`config.mk`:
```
export PLATFORM = sky130hd
export DESIGN_NAME = humidity_sensor_frame_decoder_flat
export DESIGN_NICKNAME = d
export VERILOG_FILES = /design/src/rtl/hsfd_pkg.sv /design/src/rtl/hsfd_if.sv /design/src/rtl/humidity_sensor_frame_decoder.sv /design/src/flat_wrapper.sv
export SDC_FILE = /design/constraint.sdc
export NUM_CORES = 1
export LEC_CHECK = 0
export BUFFER_PORTS_ARGS = -buffer_cell sky130_fd_sc_hd__clkbuf_2
export CORE_ASPECT_RATIO = 1.1
export CORE_MARGIN = 3
export CORE_UTILIZATION = 64
export DETAILED_ROUTE_END_ITERATION = 10
export GPL_ROUTABILITY_DRIVEN = 0
export PLACE_DENSITY = 0.89
export REMOVE_ABC_BUFFERS = 1
export SLEW_MARGIN = 15
export SYNTH_ARGS = -nofsm -noshare
export SYNTH_HDL_FRONTEND = slang
export SYNTH_SLANG_ARGS = --single-unit
```
`constraint.sdc`:
```
create_clock -name clk -period 16.8 [get_ports clk]
set_input_delay 0.84 -clock clk [delete_from_list [all_inputs] [get_ports clk]]
set_output_delay 0.84 -clock clk [all_outputs]
set_load 0.01 [all_outputs]
```
`src/rtl/hsfd_pkg.sv`:
```
// Package with the types, codes and arithmetic helpers of the sensor frame decoder.
package hsfd_pkg;

  localparam logic [7:0]  CRC_INIT = 8'hFF;
  localparam logic [7:0]  CRC_POLY = 8'h31;
  localparam logic [15:0] RAW_MASK = 16'hFFFC;
  localparam logic [14:0] TEMP_SCALE = 15'd17500;
  localparam logic [13:0] HUM_SCALE = 14'd10000;
  localparam logic signed [15:0] TEMP_OFFSET = 16'sd4500;

  typedef logic signed [14:0] temp_t;
  typedef logic [13:0] hum_t;

  typedef enum logic [1:0] {
    STATUS_OK       = 2'd0,
    STATUS_TEMP_ERR = 2'd1,
    STATUS_HUM_ERR  = 2'd2
  } status_t;

  // CRC-8 over one byte, most significant bit first.
  function automatic logic [7:0] crc8_update(input logic [7:0] crc, input logic [7:0] data);
    logic [7:0] c;
    c = crc ^ data;
    for (int i = 0; i < 8; i++) begin
      if (c[7]) begin
        c = {c[6:0], 1'b0} ^ CRC_POLY;
      end else begin
        c = {c[6:0], 1'b0};
      end
    end
    return c;
  endfunction

  // Floor of x / 65535 for x below 65535 * 65535, done with shifts and adds.
  function automatic logic [15:0] div_65535(input logic [31:0] x);
    logic [32:0] s;
    s = {1'b0, x} + {17'd0, x[31:16]} + 33'd1;
    return s[31:16];
  endfunction

  function automatic temp_t scale_temp(input logic [15:0] raw);
    logic [30:0] prod;
    logic [15:0] q;
    logic signed [15:0] t;
    prod = {16'd0, TEMP_SCALE} * {15'd0, raw & RAW_MASK};
    q = div_65535({1'b0, prod});
    t = $signed(q) - TEMP_OFFSET;
    return t[14:0];
  endfunction

  function automatic hum_t scale_hum(input logic [15:0] raw);
    logic [29:0] prod;
    logic [15:0] q;
    prod = {16'd0, HUM_SCALE} * {14'd0, raw & RAW_MASK};
    q = div_65535({2'b0, prod});
    return q[13:0];
  endfunction

endpackage

```
`src/rtl/hsfd_if.sv`:
```
// Valid/ready channel interfaces for the received bytes and the decoded results.
interface hsfd_in_if;
  logic       valid;
  logic       ready;
  logic [7:0] rx_byte;
  logic       frame_start;

  modport source (output valid, output rx_byte, output frame_start, input ready);
  modport sink (input valid, input rx_byte, input frame_start, output ready);
endinterface

interface hsfd_out_if;
  logic               valid;
  logic               ready;
  hsfd_pkg::temp_t    temperature_centi;
  hsfd_pkg::hum_t     humidity_centi;
  hsfd_pkg::status_t  frame_status;

  modport source (output valid, output temperature_centi, output humidity_centi,
                  output frame_status, input ready);
  modport sink (input valid, input temperature_centi, input humidity_centi,
                input frame_status, output ready);
endinterface

```
`src/rtl/humidity_sensor_frame_decoder.sv`:
```
// Sensor reply decoder: CRC-8 check of two data words and scaling to centi units.
// A result is registered when the sixth byte of a reply leaves the input register.
// One byte per cycle unless stalled; CRC step and constant scaling are combinational.
// A byte waits in the input register only while a finished result is not yet taken.
// Reset (synchronous, active low) empties both registers and restarts at the first byte.
module humidity_sensor_frame_decoder (
  input  logic               clk,
  input  logic               rst_n,
  hsfd_in_if.sink            in_ch,
  hsfd_out_if.source         out_ch
);
  import hsfd_pkg::*;

  typedef enum logic [2:0] {
    POS_TMSB = 3'd0,
    POS_TLSB = 3'd1,
    POS_TCRC = 3'd2,
    POS_HMSB = 3'd3,
    POS_HLSB = 3'd4,
    POS_HCRC = 3'd5
  } pos_t;

  logic        in_vld_r;
  logic [7:0]  in_byte_r;
  logic        in_start_r;
  logic        in_rdy;

  pos_t        pos_r, pos_nxt, pos_eff;
  logic [7:0]  crc_r, crc_nxt;
  logic [15:0] traw_r, traw_nxt;
  logic [15:0] hraw_r, hraw_nxt;
  logic        tok_r, tok_nxt;

  logic        emit;
  logic        adv;
  status_t     status_nxt;
  temp_t       temp_nxt;
  hum_t        hum_nxt;

  logic        out_vld_r;
  temp_t       temp_r;
  hum_t        hum_r;
  status_t     status_r;

  always_comb begin
    if (in_start_r) begin
      pos_eff = POS_TMSB;
    end else begin
      pos_eff = pos_r;
    end
  end

  assign emit   = (pos_eff == POS_HCRC);
  assign adv    = in_vld_r && (!emit || !out_vld_r || out_ch.ready);
  assign in_rdy = !in_vld_r || adv;

  always_comb begin
    crc_nxt  = crc_r;
    traw_nxt = traw_r;
    hraw_nxt = hraw_r;
    tok_nxt  = tok_r;
    pos_nxt  = POS_TMSB;
    unique case (pos_eff)
      POS_TLSB: begin
        crc_nxt  = crc8_update(crc_r, in_byte_r);
        traw_nxt = {traw_r[15:8], in_byte_r};
        pos_nxt  = POS_TCRC;
      end
      POS_TCRC: begin
        tok_nxt = (crc_r == in_byte_r);
        crc_nxt = CRC_INIT;
        pos_nxt = POS_HMSB;
      end
      POS_HMSB: begin
        crc_nxt  = crc8_update(CRC_INIT, in_byte_r);
        hraw_nxt = {in_byte_r, 8'd0};
        pos_nxt  = POS_HLSB;
      end
      POS_HLSB: begin
        crc_nxt  = crc8_update(crc_r, in_byte_r);
        hraw_nxt = {hraw_r[15:8], in_byte_r};
        pos_nxt  = POS_HCRC;
      end
      POS_HCRC: begin
        crc_nxt = CRC_INIT;
        pos_nxt = POS_TMSB;
      end
      default: begin
        // First byte of a reply; unused positions restart here as well.
        crc_nxt  = crc8_update(CRC_INIT, in_byte_r);
        traw_nxt = {in_byte_r, 8'd0};
        pos_nxt  = POS_TLSB;
      end
    endcase
  end

  always_comb begin
    temp_nxt = '0;
    hum_nxt  = '0;
    priority if (!tok_r) begin
      status_nxt = STATUS_TEMP_ERR;
    end else if (crc_r != in_byte_r) begin
      status_nxt = STATUS_HUM_ERR;
    end else begin
      status_nxt = STATUS_OK;
      temp_nxt   = scale_temp(traw_r);
      hum_nxt    = scale_hum(hraw_r);
    end
  end

  always_ff @(posedge clk) begin
    if (!rst_n) begin
      in_vld_r  <= 1'b0;
      pos_r     <= POS_TMSB;
      crc_r     <= CRC_INIT;
      traw_r    <= '0;
      hraw_r    <= '0;
      tok_r     <= 1'b0;
      out_vld_r <= 1'b0;
    end else begin
      if (in_rdy) begin
        in_vld_r <= in_ch.valid;
        if (in_ch.valid) begin
          in_byte_r  <= in_ch.rx_byte;
          in_start_r <= in_ch.frame_start;
        end
      end
      if (adv) begin
        pos_r  <= pos_nxt;
        crc_r  <= crc_nxt;
        traw_r <= traw_nxt;
        hraw_r <= hraw_nxt;
        tok_r  <= tok_nxt;
      end
      if (adv && emit) begin
        out_vld_r <= 1'b1;
        temp_r    <= temp_nxt;
        hum_r     <= hum_nxt;
        status_r  <= status_nxt;
      end else if (out_vld_r && out_ch.ready) begin
        out_vld_r <= 1'b0;
      end
    end
  end

  assign in_ch.ready              = in_rdy;
  assign out_ch.valid             = out_vld_r;
  assign out_ch.temperature_centi = temp_r;
  assign out_ch.humidity_centi    = hum_r;
  assign out_ch.frame_status      = status_r;

`ifndef SYNTH
  a_err_zero: assert property (@(posedge clk) disable iff (!rst_n)
    (out_vld_r && status_r != STATUS_OK) |-> (temp_r == '0 && hum_r == '0))
    else $error("error result carries nonzero values");

  a_ok_range: assert property (@(posedge clk) disable iff (!rst_n)
    (out_vld_r && status_r == STATUS_OK) |->
      (hum_r <= 14'd9999 && temp_r >= -15'sd4500 && temp_r <= 15'sd12999))
    else $error("scaled value out of range");

  a_emit_src: assert property (@(posedge clk) disable iff (!rst_n)
    $rose(out_vld_r) |-> $past(adv && emit))
    else $error("result loaded without a final byte");

  a_stall_hold: assert property (@(posedge clk) disable iff (!rst_n)
    !in_rdy |-> (in_vld_r && emit && out_vld_r))
    else $error("input stalled without a waiting result");
`endif

endmodule

```
`src/flat_wrapper.sv`:
```
// flat-port wrapper written by rule: the top's interface ports become plain ports
module humidity_sensor_frame_decoder_flat import hsfd_pkg::*;
  (clk, rst_n, in_ch_valid, in_ch_rx_byte, in_ch_frame_start, in_ch_ready, out_ch_valid, out_ch_temperature_centi, out_ch_humidity_centi, out_ch_frame_status, out_ch_ready);
  hsfd_in_if in_ch_i ();
  hsfd_out_if out_ch_i ();
  input  logic clk;
  input  logic rst_n;
  input wire logic [$bits(in_ch_i.valid)-1:0] in_ch_valid;
  input wire logic [$bits(in_ch_i.rx_byte)-1:0] in_ch_rx_byte;
  input wire logic [$bits(in_ch_i.frame_start)-1:0] in_ch_frame_start;
  output wire logic [$bits(in_ch_i.ready)-1:0] in_ch_ready;
  output wire logic [$bits(out_ch_i.valid)-1:0] out_ch_valid;
  output wire logic [$bits(out_ch_i.temperature_centi)-1:0] out_ch_temperature_centi;
  output wire logic [$bits(out_ch_i.humidity_centi)-1:0] out_ch_humidity_centi;
  output wire logic [$bits(out_ch_i.frame_status)-1:0] out_ch_frame_status;
  input wire logic [$bits(out_ch_i.ready)-1:0] out_ch_ready;
  assign in_ch_i.valid = in_ch_valid;
  assign in_ch_i.rx_byte = in_ch_rx_byte;
  assign in_ch_i.frame_start = in_ch_frame_start;
  assign in_ch_ready = in_ch_i.ready;
  assign out_ch_valid = out_ch_i.valid;
  assign out_ch_temperature_centi = out_ch_i.temperature_centi;
  assign out_ch_humidity_centi = out_ch_i.humidity_centi;
  assign out_ch_frame_status = out_ch_i.frame_status;
  assign out_ch_i.ready = out_ch_ready;
  humidity_sensor_frame_decoder u_core (.clk(clk), .rst_n(rst_n), .in_ch(in_ch_i), .out_ch(out_ch_i));
endmodule
```
==> qor.csv, run 1 <==
metric,value,unit
post_cts resized,0,
part of the Yosys area used for sequential elements,20.5,%
clock latency of the later-clocked register in the worst-skew pair,0.36,ns
routed wire length,22.1,mm
reg-to-reg critical path endpoint,u_core.out_ch.temperature_centi[14]$_SDFFCE_PP0P_,
distinct cell type count after synthesis,74,
Tcrit/Tclk final,48.0,%
clock-pin slew on the worst setup and hold paths,0.07,ns
first-pass GRT wire length,37.7,mm
setup fix buffers added after clock tree synthesis,0,
chip width,125,um
Root Buffer Master,sky130_fd_sc_hd__clkbuf_16,
area grow syn2layout,6.75,%
Post-DRT Antenna Nets,0,
static power due to leakage,5.38,nW
kind of critical path,register to register,
power density of the placed cells,54.8,nW/um^2
run status,finished clean,
layout cell share with drive strength beyond 1,7.20,%
RSZ-0062 raised after global routing,no,
Top-Level Pins,46,
clock tree from TritonCTS,yes,
die height,137,um
antenna violations before repair,0,
Routed wire per std cell,16.4,um
pre-CTS WS,8.84,ns
vias in the first global route,8075,
crit path from,u_core.traw_r[10]$_SDFFE_PN0P_,
maximum clock skew at final layout,0.00829,ns
detailed-route vias per instance,5.83,
hold crit path type,register to register,
number of flip-flops and latches in the synthesized netlist,82,
minimum clock period after layout,8.07,ns
upper clock frequency limit,124,MHz
smallest setup slack after layout,8.73,ns
count of endpoints failing hold in the final timing report,0,
Via Count,7870,
maximum number of pins on one net before global-route repair,45,
Worst Max-Slew Pin Slew,1.01,ns
DRC violation total after the first TritonRoute iteration,478,
required time worst endpoint,16.87,ns
aggregate negative setup slack,0,ns
post-synthesis instance area,9970,sq um
full die area,17100,sq um
global-route congestion overflow total,0,
Post-Syn Instances,1119,
slowest cell on the critical path,sky130_fd_sc_hd__xnor2_1,
proportion of synthesized flip-flops having asynchronous set or reset,0,%
final HPWL from detailed placement,17.8,mm
number of antenna diodes,0,
ys flop type,sky130_fd_sc_hd__dfxtp_1,
worst reg2reg path startpoint,u_core.traw_r[10]$_SDFFE_PN0P_,
count of nets after finishing,1398,
maximum resistive drop on vdd,115,uV
area of the core,15200,sq um
hold-critical path endpoint,u_core.crc_r[2]$_SDFFE_PN1P_,
"leading cell types in the layout, fill and taps excluded","197 x sky130_fd_sc_hd__inv_1, 171 x sky130_fd_sc_hd__ha_1, 76 x sky130_fd_sc_hd__nor2_1",
setup violation total in the final timing report,0,
Hold Path Origin,u_core.crc_r[2]$_SDFFE_PN1P_,
total number of clock tree sinks,82,
"most common cell after layout, fill and taps aside",sky130_fd_sc_hd__inv_1,
worst hold path cell count,2,
max cap viols,0,
hold_buf cts,0,
remaining design rule violation count,0,
endpoint class of the critical path,register,
reg2reg setup slack,8.73,ns
Max Transition Viols Final,0,
worst slew slack as a fraction of its limit,31.7,%
synthesized area per cell,8.91,sq um
kind of start point of the critical path,register,
clock buffers created by TritonCTS,9,
count of TritonRoute iterations in the first routing pass,7,
Total Power,583,uW
synthesis warning total,0,
worst reg2reg path depth,28,
Tot GR Track Use,27.0,%
H-tree levels,3,
maximum root-to-sink buffer count,2,
worst stage delay on the critical path,0.58,ns
quantity of I/O buffers inserted on ports,45,
data arrival time at the worst-slack endpoint,8.14,ns
number of placement rows,47,
CP dominant cell by count,sky130_fd_sc_hd__ha_1,
Initial Util,65.7,%
Post-synth EDFFs,40,
CP Max Fanout,7,
[where the power goes]
group          internal (mW)  switching (mW)  total, mW
clock network          0.113          0.0910      0.204
registers              0.213          0.0103      0.223
logic                 0.0639          0.0916      0.155
[critical path: cells and delay by family, from the launching register on]
family | cells | cell delay [ns]
adders and majority gates | 9 | 3.42
buffers and inverters | 2 | 0.11
DFF | 1 | 0.54
and+or+nand+nor | 6 | 0.94
xor gates and xnor gates | 2 | 0.77
AOI/OAI and AO/OA | 9 | 1.99
[how the worst max path moves through the flow]
stage	cells after the start	end	slack, ns
after floorplan	28	u_core.out_ch.temperature_centi[14]$_SDFFCE_PP0P_	9.51
after global placement	28	u_core.out_ch.temperature_centi[14]$_SDFFCE_PP0P_	9.09
after detailed placement	28	u_core.out_ch.temperature_centi[14]$_SDFFCE_PP0P_	8.84
after CTS	28	u_core.out_ch.temperature_centi[14]$_SDFFCE_PP0P_	8.80
after global routing	28	u_core.out_ch.temperature_centi[14]$_SDFFCE_PP0P_	8.22
final	28	u_core.out_ch.temperature_centi[14]$_SDFFCE_PP0P_	8.73
[registers in the layout, summed over array words and instances (netlist names)]
name,flops
u_core.in_start_r,1
u_core.tok_r,1
u_core.crc_r,8
u_core.in_byte_r,8
u_core.in_vld_r,1
u_core.out_ch.temperature_centi,15
u_core.out_ch.humidity_centi,14
u_core.hraw_r,14
u_core.traw_r,14
u_core.out_ch.frame_status,2
u_core.pos_r,3
u_core.out_ch.valid,1
[cells by family after synthesis]
family | count (synthesis) | synth area share (%)
xor+xnor | 93 | 8.17
simple gates | 269 | 13.4
buf+inv | 226 | 8.61
flops | 82 | 20.5
mux | 11 | 1.10
compound gates | 199 | 13.3
fa+ha+maj | 239 | 34.9
[synthesized netlist by cell type (all sizes together) (4+ instances only)]
master / count / share of area (%)
a21oi: 44 / 2.2
xnor2: 62 / 5.4
nand2b: 6 / 0.38
nand3: 20 / 1.0
o21a: 4 / 0.30
clkbuf: 25 / 0.94
xor2: 31 / 2.7
nor2: 77 / 2.9
mux2i: 11 / 1.1
and2: 8 / 0.50
a31oi: 4 / 0.25
a22oi: 7 / 0.53
o21ai: 53 / 2.7
nor2b: 25 / 1.6
fa: 66 / 13
nor3: 20 / 1.2
nand2: 70 / 2.7
a21o: 18 / 1.4
a21boi: 15 / 1.2
o31ai: 4 / 0.30
inv: 197 / 7.4
o21bai: 7 / 0.53
a211oi: 19 / 1.6
nand4: 10 / 0.63
edfxtp: 40 / 12
dfxtp: 42 / 8.4
and3: 10 / 0.73
ha: 171 / 21
[per-layer routing]
layer,global-route usage [%],vias to the layer above,wire (um)
met3,4.64,71,1130
met1,31.9,3739,9120
met5,0,-,0
met2,49.0,237,11100
li1,-,3823,-
met4,10.8,0,714
[per-stage QoR]
stage	hold slack, ns	area, sq um	utilization (%)	cells
2_1_floorplan	0.466	9860	-	1091
3_3_place_gp	0.506	10300	68.2	1333
3_5_place_dp	0.519	10300	68.2	1333
4_1_cts	0.531	10600	70.2	1349
5_1_grt	0.548	10600	70.2	1349
6_report	0.535	10600	70.2	1349
[cell type report]
cell class	count	area, sq um
repair buffers	46	233
well taps	196	245
clock inverters	6	57.6
flip-flops and latches	82	2040
clock buffers	10	250
multi-input cells	811	7080
fillers	1103	4520
inverters	198	743
Note: power is estimated with default switching activity, not from simulation.
==> run 2: changes to the inputs <==
- CORE_UTILIZATION: 64 -> 58
- PLACE_DENSITY: 0.89 -> 0.85
- clock period: 16.8 -> 6.9 ns (I/O delays scaled with it)
==> qor.csv, run 2 (same netlist as run 1, synthesis figures left out) <==
metric,value,unit,change
run status,finished with violations,,
violated checks,negative setup slack,,
kind of critical path,register to register,,
clock-pin slew on the worst setup and hold paths,0.06,ns,about the same
count of TritonRoute iterations in the first routing pass,8,,+1
worst hold path cell count,1,,-1
required time worst endpoint,7.08,ns,-9.79 ns
final design instance area without fill,12700,sq um,+20%
H-tree levels,3,,unchanged
maximum clock skew at final layout,0.0115,ns,+0.00326 ns
Area after DPL,11200,sq um,+7.9%
final HPWL from detailed placement,19.1,mm,+7.2%
quantity of I/O buffers inserted on ports,45,,unchanged
Worst Max-Slew Pin Slew,1.03,ns,+0.0165 ns
vias in the first global route,9017,,+12%
antenna violations before repair,0,,unchanged
Top-Level Pins,46,,unchanged
minimum clock period after layout,7.31,ns,-0.760 ns
Tcrit/Tclk final,106,%,+58 points
worst reg2reg path depth,34,,+21%
upper clock frequency limit,137,MHz,+10%
reg-to-reg critical path endpoint,u_core.out_ch.temperature_centi[14]$_SDFFCE_PP0P_,,
count of endpoints failing hold in the final timing report,0,,unchanged
hold crit path type,primary input to register,,
data arrival time at the worst-slack endpoint,7.48,ns,-0.66 ns
global-route congestion overflow total,0,,unchanged
Post-DRT Antenna Nets,0,,unchanged
worst slew slack as a fraction of its limit,30.6,%,-1.1 points
maximum resistive drop on vdd,199,uV,+74%
worst reg2reg path startpoint,u_core.traw_r[12]$_SDFFE_PN0P_,,
clock latency of the later-clocked register in the worst-skew pair,0.36,ns,about the same
first-pass GRT wire length,42.8,mm,+14%
area grow syn2layout,27.6,%,
routed wire length,32.0,mm,+45%
static power due to leakage,6.21,nW,+15%
Root Buffer Master,sky130_fd_sc_hd__clkbuf_16,,
die height,144,um,+4.8%
setup violation total in the final timing report,18,,+18
DRC violation total after the first TritonRoute iteration,910,,+90%
hold-critical path endpoint,u_core.in_byte_r[5]$_DFFE_PP_,,
"most common cell after layout, fill and taps aside",sky130_fd_sc_hd__inv_1,,
detailed-route vias per instance,6.22,,+6.7%
Routed wire per std cell,21.0,um,+28%
total number of clock tree sinks,82,,unchanged
maximum root-to-sink buffer count,2,,unchanged
max cap viols,0,,unchanged
reg2reg setup slack,-0.41,ns,-9.14 ns
flip-flop count of the largest register after layout,15,,unchanged
worst stage delay on the critical path,0.55,ns,-0.03 ns
slowest cell on the critical path,sky130_fd_sc_hd__fa_1,,
count of nets after finishing,1538,,+10%
kind of start point of the critical path,register,,
Total Power,1.57,mW,+170%
"leading cell types in the layout, fill and taps excluded","175 x sky130_fd_sc_hd__inv_1, 138 x sky130_fd_sc_hd__ha_1, 132 x sky130_fd_sc_hd__buf_4",,
Tot GR Track Use,28.7,%,+1.8 points
power density of the placed cells,124,nW/um^2,+130%
Via Count,9470,,+20%
Hold Path Origin,in_ch_rx_byte[5],,
clock tree from TritonCTS,yes,,
hold_buf cts,0,,unchanged
Max Transition Viols Final,0,,unchanged
maximum number of pins on one net before global-route repair,45,,unchanged
remaining design rule violation count,0,,unchanged
clock buffers created by TritonCTS,9,,unchanged
number of placement rows,49,,+4.3%
RSZ-0062 raised after global routing,yes,,
chip width,131,um,+4.8%
smallest setup slack after layout,-0.405,ns,-9.14 ns
CP Max Fanout,6,,-1
full die area,18800,sq um,+9.9%
Initial Util,60.0,%,-5.7 points
layout cell share with drive strength beyond 1,29.0,%,+22 points
endpoint class of the critical path,register,,
number of antenna diodes,0,,unchanged
area of the core,16600,sq um,+9.5%
-- run 2: critical path: cells and delay by family (launching register included) --
family	cells	cell delay (ns)
compound gates	12	2.06
xor+xnor	2	0.44
fa+ha+maj	9	3.01
buf+inv	5	0.35
flops	1	0.37
simple gates	6	0.89
-- run 2: per-stage QoR --
step           setup slack [ns]  cells  hold slack (ns)  setup TNS [ns]  utilization [%]
6_report                 -0.405   1522            0.160           -2.42             76.6
5_1_grt                  -0.539   1522            0.157           -5.00             76.6
2_1_floorplan            -0.388   1091            0.421           -1.31                -
4_1_cts                 0.00444   1501            0.156               0             72.1
3_3_place_gp            -0.0612   1468            0.504          -0.103             67.1
3_5_place_dp             -0.432   1468            0.511           -3.26             67.1
-- run 2: layout make-up --
cell class | instances | area [sq um]
multi-input combinational | 811 | 8030
fill | 936 | 3880
sequential | 82 | 2080
timing repair buffer | 186 | 1320
inverter | 198 | 743
tap | 229 | 287
clock buffer | 12 | 246
clock inverter | 4 | 32.5
-- run 2: report_power, final --
group          switching, mW  internal (mW)  total, mW
Clock                  0.218          0.258      0.476
Combinational          0.314          0.245      0.559
Sequential            0.0221          0.518      0.540
-- run 2: how the worst max path moves through the flow --
stage | start | to | slack [ns]
final | u_core.traw_r[12]$_SDFFE_PN0P_ | u_core.out_ch.temperature_centi[14]$_SDFFCE_PP0P_ | -0.41
after global routing | u_core.traw_r[6]$_SDFFE_PN0P_ | u_core.out_ch.temperature_centi[14]$_SDFFCE_PP0P_ | -0.54
after CTS | u_core.hraw_r[8]$_SDFFE_PN0P_ | u_core.out_ch.humidity_centi[13]$_SDFFCE_PP0P_ | 0.004
after global placement | u_core.traw_r[11]$_SDFFE_PN0P_ | u_core.out_ch.temperature_centi[14]$_SDFFCE_PP0P_ | -0.06
after floorplan | u_core.traw_r[11]$_SDFFE_PN0P_ | u_core.out_ch.temperature_centi[14]$_SDFFCE_PP0P_ | -0.39
after detailed placement | u_core.traw_r[11]$_SDFFE_PN0P_ | u_core.out_ch.temperature_centi[14]$_SDFFCE_PP0P_ | -0.43
-- run 2: repair_timing --
item,in CTS,in global routing
setup endpoints to repair,22,24
buffers inserted,17,24
resized for setup,82,127
pin swaps,53,91
-- run 2: per-layer routing --
layer	routed length [um]	up-vias	GRT usage, %
li1	-	4104	-
met1	11200	4461	33.3
met2	15600	664	51.3
met3	2700	241	5.28
met4	2470	0	12.6
met5	0	-	0
